`src/rtl/llq_pkg.sv`:
```
// Package with the sizes, status codes and sequencer states of the linked list queue manager.
`timescale 1ns / 1ps

package llq_pkg;

  // Pool size and the widths that follow from it.
  localparam int NODES   = 64;
  localparam int NODE_W  = 6;
  localparam int COUNT_W = $clog2(NODES + 1);

  // Result status codes.
  typedef enum logic [1:0] {
    ST_OK     = 2'd0,
    ST_LINKED = 2'd1,
    ST_EMPTY  = 2'd2,
    ST_ABSENT = 2'd3
  } status_t;

  // Sequencer states.
  typedef enum logic [2:0] {
    S_IDLE,
    S_APP_SELF,
    S_APP_READ,
    S_APP_LINK,
    S_APP_HEAD,
    S_REM_ONE,
    S_REM_READ,
    S_REM_LINK
  } state_t;

  // Result cycle: the sequencer is back at rest and the result is shown.
  localparam state_t S_DONE = S_IDLE;

endpackage

```
`src/rtl/llq_ram.sv`:
```
// Generic single write port RAM with one registered read port.
`timescale 1ns / 1ps

module llq_ram #(
  parameter int WIDTH = 8,
  parameter int DEPTH = 64
) (
  input  logic                     clk,
  input  logic                     we,
  input  logic [$clog2(DEPTH)-1:0] waddr,
  input  logic [WIDTH-1:0]         wdata,
  input  logic [$clog2(DEPTH)-1:0] raddr,
  output logic [WIDTH-1:0]         rdata
);

  logic [WIDTH-1:0] mem [DEPTH];

  // Write, and read through a registered output.
  always_ff @(posedge clk) begin
    if (we) begin
      mem[waddr] <= wdata;
    end
    rdata <= mem[raddr];
  end

endmodule

```
`src/rtl/linked_list_queue_manager.sv`:
```
// Top level of the circular doubly linked queue manager over a pool of indexed nodes.
`timescale 1ns / 1ps

// A word is taken when start is high and busy is low. mode 0 appends node at the
// tail of the queue, mode 1 removes node from it. Each word gives exactly one result
// word, shown for one cycle with done high; the receiver cannot stall it. A rejected
// word shows done in the cycle after the accepting edge. An append to an empty queue
// steps through S_APP_SELF, a removal of the last node through S_REM_ONE, a remove of
// one of several nodes through S_REM_READ and S_REM_LINK, and an append to a non-empty
// queue through S_APP_READ, S_APP_LINK and S_APP_HEAD before done shows. Busy drops in
// the cycle that shows done, so a new word can be accepted then and not while one is
// under way. Appends take these steps as each pointer memory has one write port and a
// registered read, and an append writes the prev memory twice after reading the old
// tail. Linked flags are flip-flops cleared by reset, so reset leaves the block ready.
module linked_list_queue_manager (
  input  logic                        clk,
  input  logic                        rst,
  input  logic                        start,
  output logic                        busy,
  input  logic                        mode,
  input  logic [llq_pkg::NODE_W-1:0]  node,
  output logic                        done,
  output logic [1:0]                  status,
  output logic [llq_pkg::COUNT_W-1:0] count,
  output logic [llq_pkg::NODE_W-1:0]  head_node,
  output logic                        head_valid
);

  import llq_pkg::*;

  state_t               state, state_next;
  status_t              result, accept_status;
  logic                 done_flag;
  logic [NODE_W-1:0]    op_node;
  logic [NODE_W-1:0]    head_index;
  logic [COUNT_W-1:0]   node_count;
  logic [NODES-1:0]     linked_flag;
  logic                 accept;
  logic                 in_range;
  logic                 node_linked;

  // Pointer memory ports.
  logic                 next_we, prev_we;
  logic [NODE_W-1:0]    next_waddr, next_wdata, prev_waddr, prev_wdata;
  logic [NODE_W-1:0]    next_raddr, prev_raddr;
  logic [NODE_W-1:0]    next_rdata, prev_rdata;

  llq_ram #(.WIDTH(NODE_W), .DEPTH(NODES)) u_next (
    .clk   (clk),
    .we    (next_we),
    .waddr (next_waddr),
    .wdata (next_wdata),
    .raddr (next_raddr),
    .rdata (next_rdata)
  );

  llq_ram #(.WIDTH(NODE_W), .DEPTH(NODES)) u_prev (
    .clk   (clk),
    .we    (prev_we),
    .waddr (prev_waddr),
    .wdata (prev_wdata),
    .raddr (prev_raddr),
    .rdata (prev_rdata)
  );

  // Checks on the incoming word, made against the pool size and the linked flags.
  assign busy        = (state != S_IDLE);
  assign accept      = start && !busy;
  assign in_range    = (COUNT_W'(node) < COUNT_W'(NODES));
  assign node_linked = in_range && linked_flag[node];

  // Next state, with the decision on a newly accepted word.
  always_comb begin
    state_next    = state;
    accept_status = ST_OK;
    unique case (state)
      S_IDLE: begin
        if (accept) begin
          if (!mode) begin
            if (!in_range) begin
              accept_status = ST_ABSENT;
              state_next    = S_DONE;
            end else if (node_linked) begin
              accept_status = ST_LINKED;
              state_next    = S_DONE;
            end else if (node_count == '0) begin
              state_next = S_APP_SELF;
            end else begin
              state_next = S_APP_READ;
            end
          end else begin
            if (node_count == '0) begin
              accept_status = ST_EMPTY;
              state_next    = S_DONE;
            end else if (!node_linked) begin
              accept_status = ST_ABSENT;
              state_next    = S_DONE;
            end else if (node_count == COUNT_W'(1)) begin
              state_next = S_REM_ONE;
            end else begin
              state_next = S_REM_READ;
            end
          end
        end
      end
      S_APP_SELF: state_next = S_DONE;
      S_APP_READ: state_next = S_APP_LINK;
      S_APP_LINK: state_next = S_APP_HEAD;
      S_APP_HEAD: state_next = S_DONE;
      S_REM_ONE:  state_next = S_DONE;
      S_REM_READ: state_next = S_REM_LINK;
      S_REM_LINK: state_next = S_DONE;
      default:    state_next = S_IDLE;
    endcase
  end

  // Pointer memory accesses for each step.
  always_comb begin
    next_we    = 1'b0;
    prev_we    = 1'b0;
    next_waddr = op_node;
    next_wdata = op_node;
    prev_waddr = op_node;
    prev_wdata = op_node;
    next_raddr = op_node;
    prev_raddr = op_node;
    unique case (state)
      S_APP_SELF: begin
        // A lone node points at itself both ways.
        next_we = 1'b1;
        prev_we = 1'b1;
      end
      S_APP_READ: begin
        // Fetch the tail and point the new node forward at the head.
        prev_raddr = head_index;
        next_we    = 1'b1;
        next_wdata = head_index;
      end
      S_APP_LINK: begin
        // Splice the new node after the old tail.
        next_we    = 1'b1;
        next_waddr = prev_rdata;
        prev_we    = 1'b1;
        prev_wdata = prev_rdata;
      end
      S_APP_HEAD: begin
        prev_we    = 1'b1;
        prev_waddr = head_index;
      end
      S_REM_LINK: begin
        // Join the neighbors of the removed node.
        next_we    = 1'b1;
        next_waddr = prev_rdata;
        next_wdata = next_rdata;
        prev_we    = 1'b1;
        prev_waddr = next_rdata;
        prev_wdata = prev_rdata;
      end
      default: begin
      end
    endcase
  end

  // Sequencer state, queue bookkeeping and the result word.
  always_ff @(posedge clk) begin
    if (rst) begin
      state       <= S_IDLE;
      done_flag   <= 1'b0;
      result      <= ST_OK;
      head_index  <= '0;
      node_count  <= '0;
      linked_flag <= '0;
    end else begin
      state     <= state_next;
      done_flag <= 1'b0;
      if (accept) begin
        op_node <= node;
        result  <= accept_status;
      end
      unique case (state)
        S_IDLE: begin
          if (accept && state_next == S_DONE) begin
            done_flag <= 1'b1;
          end
        end
        S_APP_SELF: begin
          head_index           <= op_node;
          node_count           <= node_count + COUNT_W'(1);
          linked_flag[op_node] <= 1'b1;
          done_flag            <= 1'b1;
        end
        S_APP_HEAD: begin
          node_count           <= node_count + COUNT_W'(1);
          linked_flag[op_node] <= 1'b1;
          done_flag            <= 1'b1;
        end
        S_REM_ONE: begin
          node_count           <= '0;
          linked_flag[op_node] <= 1'b0;
          done_flag            <= 1'b1;
        end
        S_REM_LINK: begin
          if (head_index == op_node) begin
            head_index <= next_rdata;
          end
          node_count           <= node_count - COUNT_W'(1);
          linked_flag[op_node] <= 1'b0;
          done_flag            <= 1'b1;
        end
        default: begin
        end
      endcase
    end
  end

  // Result ports.
  always_comb begin
    done       = done_flag;
    status     = result;
    count      = node_count;
    head_valid = (node_count != '0);
    head_node  = head_valid ? head_index : '0;
  end

endmodule

```
`config.mk`:
```
export PLATFORM = sky130hd
export DESIGN_NAME = linked_list_queue_manager
export DESIGN_NICKNAME = d
export VERILOG_FILES = /design/src/rtl/llq_pkg.sv /design/src/rtl/llq_ram.sv /design/src/rtl/linked_list_queue_manager.sv
export SDC_FILE = /design/constraint.sdc
export NUM_CORES = 1
export LEC_CHECK = 0
export BUFFER_PORTS_ARGS = -buffer_cell sky130_fd_sc_hd__buf_4
export CORE_ASPECT_RATIO = 1.4
export CORE_UTILIZATION = 45
export CTS_BUF_LIST = sky130_fd_sc_hd__clkbuf_4 sky130_fd_sc_hd__clkbuf_8
export CTS_CLUSTER_DIAMETER = 100
export DETAILED_ROUTE_END_ITERATION = 8
export PLACE_DENSITY = 0.63
export SLEW_MARGIN = 10
export SYNTH_ARGS = -nofsm -noshare
export SYNTH_HDL_FRONTEND = slang
export SYNTH_SLANG_ARGS = --single-unit
```
`constraint.sdc`:
```
create_clock -name clk -period 6.4 [get_ports clk]
set_input_delay 0.96 -clock clk [delete_from_list [all_inputs] [get_ports clk]]
set_output_delay 0.96 -clock clk [all_outputs]
set_load 0.01 [all_outputs]
```
==> Flow_metrics.wiki, run 1 <==
{| class="wikitable"
! Metric !! Value
|-
| Outcome || finished clean
|-
| Source-to-sink clock delay at the later pin of the worst-skew pair || 790 ps
|-
| Critical Path Sink Type || flip-flop
|-
| Longest Clk Path Bufs || 3
|-
| Crit path time final || 4413 ps
|-
| Leak Pwr || between 10 and 15 nW
|-
| Area occupied by multi-input gates || about 8600 sq um
|-
| Syn-to-layout area delta || 10.50%
|-
| Post-synthesis instance area || roughly 34,000 sq um
|-
| Area of the die || 77,580 sq um
|-
| Wire length of the first global-routing pass || between 100,000 and 150,000 um
|-
| Hpwl dp || between 50,000 and 60,000 um
|-
| RSZ-0062 raised after global routing || no
|-
| Number of distinct library cells after synthesis || 66
|-
| Number of instances in the synthesized netlist || 2,105
|-
| Max Transition Viols Final || 0
|-
| Storage element area || ~25,000 sq um
|-
| Global routing usage summed across all routing layers || 22.61%
|-
| Via count of the first global-routing pass || approximately 20,000
|-
| Peak supply drop || around 0.00017 V
|-
| Number of cell rows || around 120
|-
| Critical-path maximum fanout || 41
|-
| Max_slew headroom || 18.99%
|-
| Endpoint arrival time on the critical path || about 5100 ps
|-
| Ratio of total power to cell area || between 300 and 400 nW/um^2
|-
| Post-cts sizing count || 0
|-
| Post-CTS Setup Inserts || 0
|-
| Routed wire length || 86,870 um
|-
| Worst clock skew || ~34 ps
|-
| Final ANT Viol Nets || 0
|-
| Clock slew at reported path FFs || ~60 ps
|-
| Hold Vio Cnt, Final || 0
|-
| R2r startpoint || state[1]
|-
| Hold path startpoint || node[5]
|-
| Final-stage net count || 2,170
|-
| Peak clock frequency supported by timing || between 200 and 250 MHz
|-
| Slew at the pin closest to its max-slew limit || 1215 ps
|-
| Vias || 19,871
|-
| Number of CTS-inserted buffers || approximately 130
|-
| Number of maximum-capacitance constraint violations || 0
|-
| Sequential area share after synthesis || 73.08%
|-
| Core footprint || between 70,000 and 80,000 sq um
|-
| Startpoint type of the worst setup path || flip-flop
|-
| Fill cell count || roughly 6,100
|-
| Die height || ~330 um
|-
| Die X-Extent || ~240 um
|-
| Number of I/O port buffers || 27
|-
| Share of synthesized registers carrying an async set or reset || 0%
|-
| Final core utilization || ~50%
|-
| Fraction of layout instances using a drive strength above 1 || between 10% and 20%
|-
| Post-synthesis cell type with the largest combined area || sky130_fd_sc_hd__edfxtp_1
|-
| Total Power || ~12 mW
|-
| Average footprint of a synthesized cell || ~16 sq um
|-
| Antenna violations before repair || 2
|-
| Aggregate global routing overflow || 0
|-
| Final setup violation count || 0
|-
| Top library cells by usage in the layout, fill and taps aside || 774 x sky130_fd_sc_hd__edfxtp_1, 218 x sky130_fd_sc_hd__a22oi_1, 167 x sky130_fd_sc_hd__nor2_1
|-
| WL per Instance || 27.01 um
|-
| CTS Hold Bufs || 0
|-
| Post-synth top area share || about two thirds
|-
| Number of flops mapped to enable cells by yosys || a little under 800
|-
| Post-route clock period utilization || 68.96%
|-
| Class of the tightest hold or removal check || input port to flip-flop
|-
| Clock tree from TritonCTS || built
|-
| Sinks on Clock Net || 869
|-
| I/O pin count || 28
|-
| 1st-iter DRT viols || between 2,000 and 2,500
|-
| Starting Density || a little under half
|-
| H-Tree Level Count || 4
|-
| Vias per cell || between 6 and 7
|-
| Area contributors post-synth || sky130_fd_sc_hd__edfxtp_1 68%, sky130_fd_sc_hd__dfxtp_1 5.5%, sky130_fd_sc_hd__mux4_2 5.2%, sky130_fd_sc_hd__a22oi_1 4.8%, sky130_fd_sc_hd__mux2i_1 1.9%
|-
| Place WS || between 1500 and 2000 ps
|-
| Setup TNS || 0 ps
|-
| Flops & latches, synth || around 870
|-
| Most common cell after layout, fill and taps aside || sky130_fd_sc_hd__edfxtp_1
|-
| Placed cell count || 2,992
|-
| Cell chosen for the clock root || sky130_fd_sc_hd__clkbuf_8
|-
| Post-Layout Cell Count || about 3,200
|-
| Post-Synthesis Net Count || about 2,100
|-
| Crit Path Class || flip-flop to flip-flop
|-
| Gp weighted congestion || 0.8735
|-
| Worst setup slack after layout || 1987 ps
|-
| Main flop type after synthesis || sky130_fd_sc_hd__edfxtp_1
|-
| DR pass1 iterations || 6
|-
| Total number of yosys warnings || 0
|-
| Worst Setup SP || state[1]
|-
| Pin count of the biggest net entering global routing || 85
|-
| Critical path required time || 7040 ps
|-
| Number of remaining DRC errors || 0
|}
[logic make-up (layout without fill, tap and decap cells)]
family                     after synthesis  after routing  share of synthesized area, %
and+or+nand+nor                        413            413                         5.750
other                                    0              1                             0
xor gates and xnor gates                 8              8                        0.2037
muxes                                  156            156                         7.931
AOI/OAI and AO/OA                      495            495                         10.60
DFF                                    869            869                         73.08
buffers and inverters                  161            303                         2.327
adders and majority gates                3              3                        0.1091
[final timing paths]
| check | end | slack [ps] | cells past startpoint |
|---|---|---|---|
| setup / recovery | u_prev.rdata[0] | 1990 | 7 |
| hold / removal | next_raddr[5] | 450 | 1 |
| setup reg to reg | u_prev.rdata[0] | 1990 | 7 |
| hold reg to reg | status[1] | 500 | 2 |
[cells in the mapped netlist (4+ instances only)]
library cell,number
sky130_fd_sc_hd__a21o_1,6
sky130_fd_sc_hd__mux4_1,10
sky130_fd_sc_hd__nand2b_1,9
sky130_fd_sc_hd__or3_1,4
sky130_fd_sc_hd__nand3b_1,9
sky130_fd_sc_hd__dfxtp_1,95
sky130_fd_sc_hd__nand3_1,30
sky130_fd_sc_hd__a22oi_1,218
sky130_fd_sc_hd__xor2_1,5
sky130_fd_sc_hd__mux2i_1,65
sky130_fd_sc_hd__a22o_1,23
sky130_fd_sc_hd__and2_1,11
sky130_fd_sc_hd__nand4_1,68
sky130_fd_sc_hd__clkbuf_1,99
sky130_fd_sc_hd__nor3_1,17
sky130_fd_sc_hd__buf_6,16
sky130_fd_sc_hd__and3_1,4
sky130_fd_sc_hd__nor4_1,10
sky130_fd_sc_hd__inv_1,15
sky130_fd_sc_hd__o21ai_0,18
sky130_fd_sc_hd__o221ai_1,27
sky130_fd_sc_hd__nand2_1,61
sky130_fd_sc_hd__nor2_1,172
sky130_fd_sc_hd__nor3b_1,5
sky130_fd_sc_hd__mux4_2,79
sky130_fd_sc_hd__buf_1,10
sky130_fd_sc_hd__edfxtp_1,774
sky130_fd_sc_hd__buf_2,11
sky130_fd_sc_hd__a21oi_1,83
sky130_fd_sc_hd__buf_4,8
sky130_fd_sc_hd__a211oi_1,25
sky130_fd_sc_hd__a311oi_1,66
sky130_fd_sc_hd__o221a_2,5
[flip-flops by register name, summed over array words and instances, names as in the netlist, named ones only]
| register | count |
|---|---|
| u_prev.mem | 384 |
| count | 7 |
| next_raddr | 6 |
| u_next.mem | 384 |
| head_index | 6 |
| u_prev.rdata | 6 |
| status | 2 |
| done | 1 |
| u_next.rdata | 6 |
| state | 3 |
[report_power, final]
group | total (mW) | internal (mW) | switching (mW)
clock network | 4.35 | 2.26 | 2.09
logic | 0.985 | 0.294 | 0.691
registers | 6.35 | 6.30 | 0.0534
total | 11.7 | 8.86 | 2.84
[layout make-up]
type,count,share of cell area (%)
Sequential cell,869,66.14
Multi-Input combinational cell,1075,22.73
Clock buffer,175,5.743
Tap cell,968,3.186
Timing Repair Buffer,65,1.316
Clock inverter,48,0.7339
Inverter,15,0.1481
Antenna cell,1,0.006582
[per-layer routing]
metal / up-vias / share of wire, % / track usage [%]
met4: 2 / 4.3 / 10.74
met5: - / 0.014 / 0
met2: 850 / 52 / 39.10
met3: 182 / 6.3 / 4.500
met1: 10083 / 38 / 27.23
li1: 8754 / - / -
[critical path, cell delays in order (launching register included)]
cell                       delay [ps]
sky130_fd_sc_hd__dfxtp_1          810
sky130_fd_sc_hd__or3b_4           590
sky130_fd_sc_hd__mux2i_4          600
sky130_fd_sc_hd__buf_4            750
sky130_fd_sc_hd__mux4_2           590
sky130_fd_sc_hd__a22o_1           240
sky130_fd_sc_hd__a211oi_1         540
sky130_fd_sc_hd__nor4_1            90
[per-stage QoR]
step | cell area, sq um | hold WS (ps)
4_1_cts | 38010 | 396.7
5_1_grt | 38020 | 408.7
3_5_place_dp | 35550 | 493.9
2_1_floorplan | 34410 | 489.3
3_3_place_gp | 35550 | 475.1
6_report | 38020 | 450.2
Power figures use the tool's default switching activity.
==> run 2: changes to the inputs <==
--- a/config.mk
+++ b/config.mk
@@ -11,7 +11,7 @@
 export CTS_BUF_LIST = sky130_fd_sc_hd__clkbuf_4 sky130_fd_sc_hd__clkbuf_8
 export CTS_CLUSTER_DIAMETER = 100
 export DETAILED_ROUTE_END_ITERATION = 8
-export PLACE_DENSITY = 0.63
+export PLACE_DENSITY = 0.61
 export SLEW_MARGIN = 10
 export SYNTH_ARGS = -nofsm -noshare
 export SYNTH_HDL_FRONTEND = slang
==> constraint.sdc (replaced) <==
create_clock -name clk -period 4.39 [get_ports clk]
set_input_delay 0.6585 -clock clk [delete_from_list [all_inputs] [get_ports clk]]
set_output_delay 0.6585 -clock clk [all_outputs]
set_load 0.01 [all_outputs]
==> Flow_metrics.wiki, run 2 (synthesized netlist as in run 1, its figures left out) <==
{| class="wikitable"
! Metric !! Value
|-
| Outcome || finished clean
|-
| Critical-path maximum fanout || 14 (-66%)
|-
| Max_slew headroom || 19.52% (+0.53 points)
|-
| Global routing usage summed across all routing layers || 22.67% (+0.063 points)
|-
| Critical path required time || 3730 ps (-3310 ps)
|-
| Via count of the first global-routing pass || 20,065 (+0.23%)
|-
| Endpoint arrival time on the critical path || 3130 ps (-1930 ps)
|-
| GR met2 Demand/Resource || 39.49% (+0.39 points)
|-
| Routed wire length || 87,830 um (+1.1%)
|-
| CTS Hold Bufs || 0 (unchanged)
|-
| Met3 routing resource usage after global routing || 4.173% (-0.33 points)
|-
| Die X-Extent || 235.7 um (unchanged)
|-
| Placed cell count || 3,041 (+1.6%)
|-
| Critical Path, Cell by Cell || nor4_1, nand3b_1, and2_1, buf_4
|-
| Slew at the pin closest to its max-slew limit || 1195 ps (-20.64 ps)
|-
| Ratio of total power to cell area || 450.5 nW/um^2 (+46%)
|-
| Crit Path Class || flip-flop to output port
|-
| WL per Instance || 26.83 um (-0.69%)
|-
| Longest Clk Path Bufs || 3 (unchanged)
|-
| Vias || 20,194 (+1.6%)
|-
| Final-stage net count || 2,219 (+2.3%)
|-
| Number of maximum-capacitance constraint violations || 0 (unchanged)
|-
| Fraction of layout instances using a drive strength above 1 || 19.48% (+2.0 points)
|-
| DR pass1 iterations || 6 (unchanged)
|-
| Wire length of the first global-routing pass || 130,100 um (+0.32%)
|-
| Syn-to-layout area delta || 12.24%
|-
| Category of cells accounting for the largest share of critical-path delay || simple AND/OR/NAND/NOR gates
|-
| Final ANT Viol Nets || 0 (unchanged)
|-
| Source-to-sink clock delay at the later pin of the worst-skew pair || 800 ps (about the same)
|-
| Starting Density || 45.58% (unchanged)
|-
| Gp weighted congestion || 0.8649 (-0.98%)
|-
| Global Route met1 Usage || 27.84% (+0.61 points)
|-
| Place WS || 731.9 ps (-1184 ps)
|-
| Antenna violations before repair || 1 (-1)
|-
| Worst setup slack after layout || 598.9 ps (-1388 ps)
|-
| Pin count of the biggest net entering global routing || 85 (unchanged)
|-
| Leak Pwr || 12.15 nW (+2.9%)
|-
| Vias per cell || 6.168 (-0.17%)
|-
| Post-Layout Cell Count || 3,274 (+1.8%)
|-
| Post-cts sizing count || 0 (unchanged)
|-
| Sinks on Clock Net || 869 (unchanged)
|-
| Clock tree from TritonCTS || built
|-
| Aggregate global routing overflow || 0 (unchanged)
|-
| Setup TNS || 0 ps (unchanged)
|-
| Library cell contributing the largest single delay on the critical path || sky130_fd_sc_hd__nor4_1
|-
| I/O pin count || 28 (unchanged)
|-
| Hold Vio Cnt, Final || 0 (unchanged)
|-
| Die height || 329.2 um (unchanged)
|-
| Final setup violation count || 0 (unchanged)
|-
| Critical Path Sink Type || output port
|-
| Max Transition Viols Final || 0 (unchanged)
|-
| 1st-iter DRT viols || 1,939 (-11%)
|-
| Area of the die || 77,580 sq um (unchanged)
|-
| Peak clock frequency supported by timing || roughly 260 MHz
|-
| Post-route clock period utilization || 86.36%
|-
| Number of I/O port buffers || 27 (unchanged)
|-
| H-Tree Level Count || 4 (unchanged)
|-
| Tightest hold margin || 99.98 ps (-350.2 ps)
|-
| Worst clock skew || 47.07 ps (+12.87 ps)
|-
| Number of buffers and inverters on the critical path || 1 (unchanged)
|-
| Hpwl dp || 55,080 um (+3.1%)
|-
| Startpoint type of the worst setup path || flip-flop
|-
| Class of the tightest hold or removal check || input port to flip-flop
|-
| RSZ-0062 raised after global routing || no
|-
| Clock slew at reported path FFs || 60 ps (about the same)
|-
| Number of remaining DRC errors || 0 (unchanged)
|-
| Top library cells by usage in the layout, fill and taps aside || 774 x sky130_fd_sc_hd__edfxtp_1, 218 x sky130_fd_sc_hd__a22oi_1, 167 x sky130_fd_sc_hd__nor2_1
|-
| Most common cell after layout, fill and taps aside || sky130_fd_sc_hd__edfxtp_1
|-
| Cell chosen for the clock root || sky130_fd_sc_hd__clkbuf_8
|-
| Slowest cell delay on critical path || 710 ps (-100 ps)
|-
| Fill cell count || 6,135 (+1.3%)
|-
| Post-CTS Setup Inserts || 0 (unchanged)
|-
| Number of CTS-inserted buffers || 131 (unchanged)
|-
| Core footprint || 75,490 sq um (unchanged)
|-
| Peak-usage layer in the global routing report || met2
|-
| Number of cell rows || 119 (unchanged)
|-
| Crit path time final || ~3800 ps
|-
| Register-to-Register Setup Slack || 740 ps (-1250 ps)
|-
| Peak supply drop || 0.0003823 V (+120%)
|}
==> run 2: cell types whose count changed in the layout (fill, tap and decap cells not counted), sizes merged <==
cell      before  now
clkbuf       175  185
bufinv         1    4
buf           65  114
clkinvlp       5    7
clkinv        36   33
inv           21   18
==> run 2: metal layers <==
| layer | wire length, um | part of all wire, % |
|---|---|---|
| met1 | 34400 | 39 |
| met2 | 45590 | 52 |
| met3 | 4964 | 5.7 |
| met4 | 2881 | 3.3 |
| met5 | 0 | 0 |
==> run 2: final cells by class <==
| class | instances | area [sq um] | share of cell area [%] |
|---|---|---|---|
| diodes | 1 | 2.502 | 0.006480 |
| clock buffers | 185 | 2265 | 5.864 |
| clock inverters | 47 | 349.1 | 0.9040 |
| inverters | 15 | 56.30 | 0.1458 |
| multi-input cells | 1075 | 8646 | 22.39 |
| flip-flops and latches | 869 | 25140 | 65.11 |
| well taps | 968 | 1211 | 3.136 |
| repair buffers | 114 | 943.4 | 2.443 |
==> run 2: metrics by stage <==
step	util, %	cell area (sq um)	total power, mW
floorplan	-	34410	10.34
global placement	47.69	36000	10.91
detailed placement	47.69	36000	10.93
CTS	51.15	38610	17.53
global route	51.16	38620	17.92
finish	51.16	38620	17.40
==> run 2: final timing paths <==
kind | start | to | cells after the start
worst min register to register | status[1] | status[1] | 2
worst max-delay path | count[2] | head_node[3] | 4
worst max register to register | state[0] | u_prev.rdata[1] | 7
worst min-delay path | node[5] | next_raddr[5] | 1
==> run 2: worst register-to-register path: stages (launching register included) <==
cell,delay [ps]
sky130_fd_sc_hd__dfxtp_1,320
sky130_fd_sc_hd__or3b_4,530
sky130_fd_sc_hd__mux2i_4,790
sky130_fd_sc_hd__buf_4,590
sky130_fd_sc_hd__mux4_2,410
sky130_fd_sc_hd__a22o_1,250
sky130_fd_sc_hd__a211oi_1,510
sky130_fd_sc_hd__nor4_1,110
==> run 2: where the power goes <==
| group | total (mW) | internal (mW) | switching [mW] |
|---|---|---|---|
| logic | 1.49 | 0.478 | 1.01 |
| clock network | 6.64 | 3.57 | 3.07 |
| registers | 9.27 | 9.19 | 0.0808 |
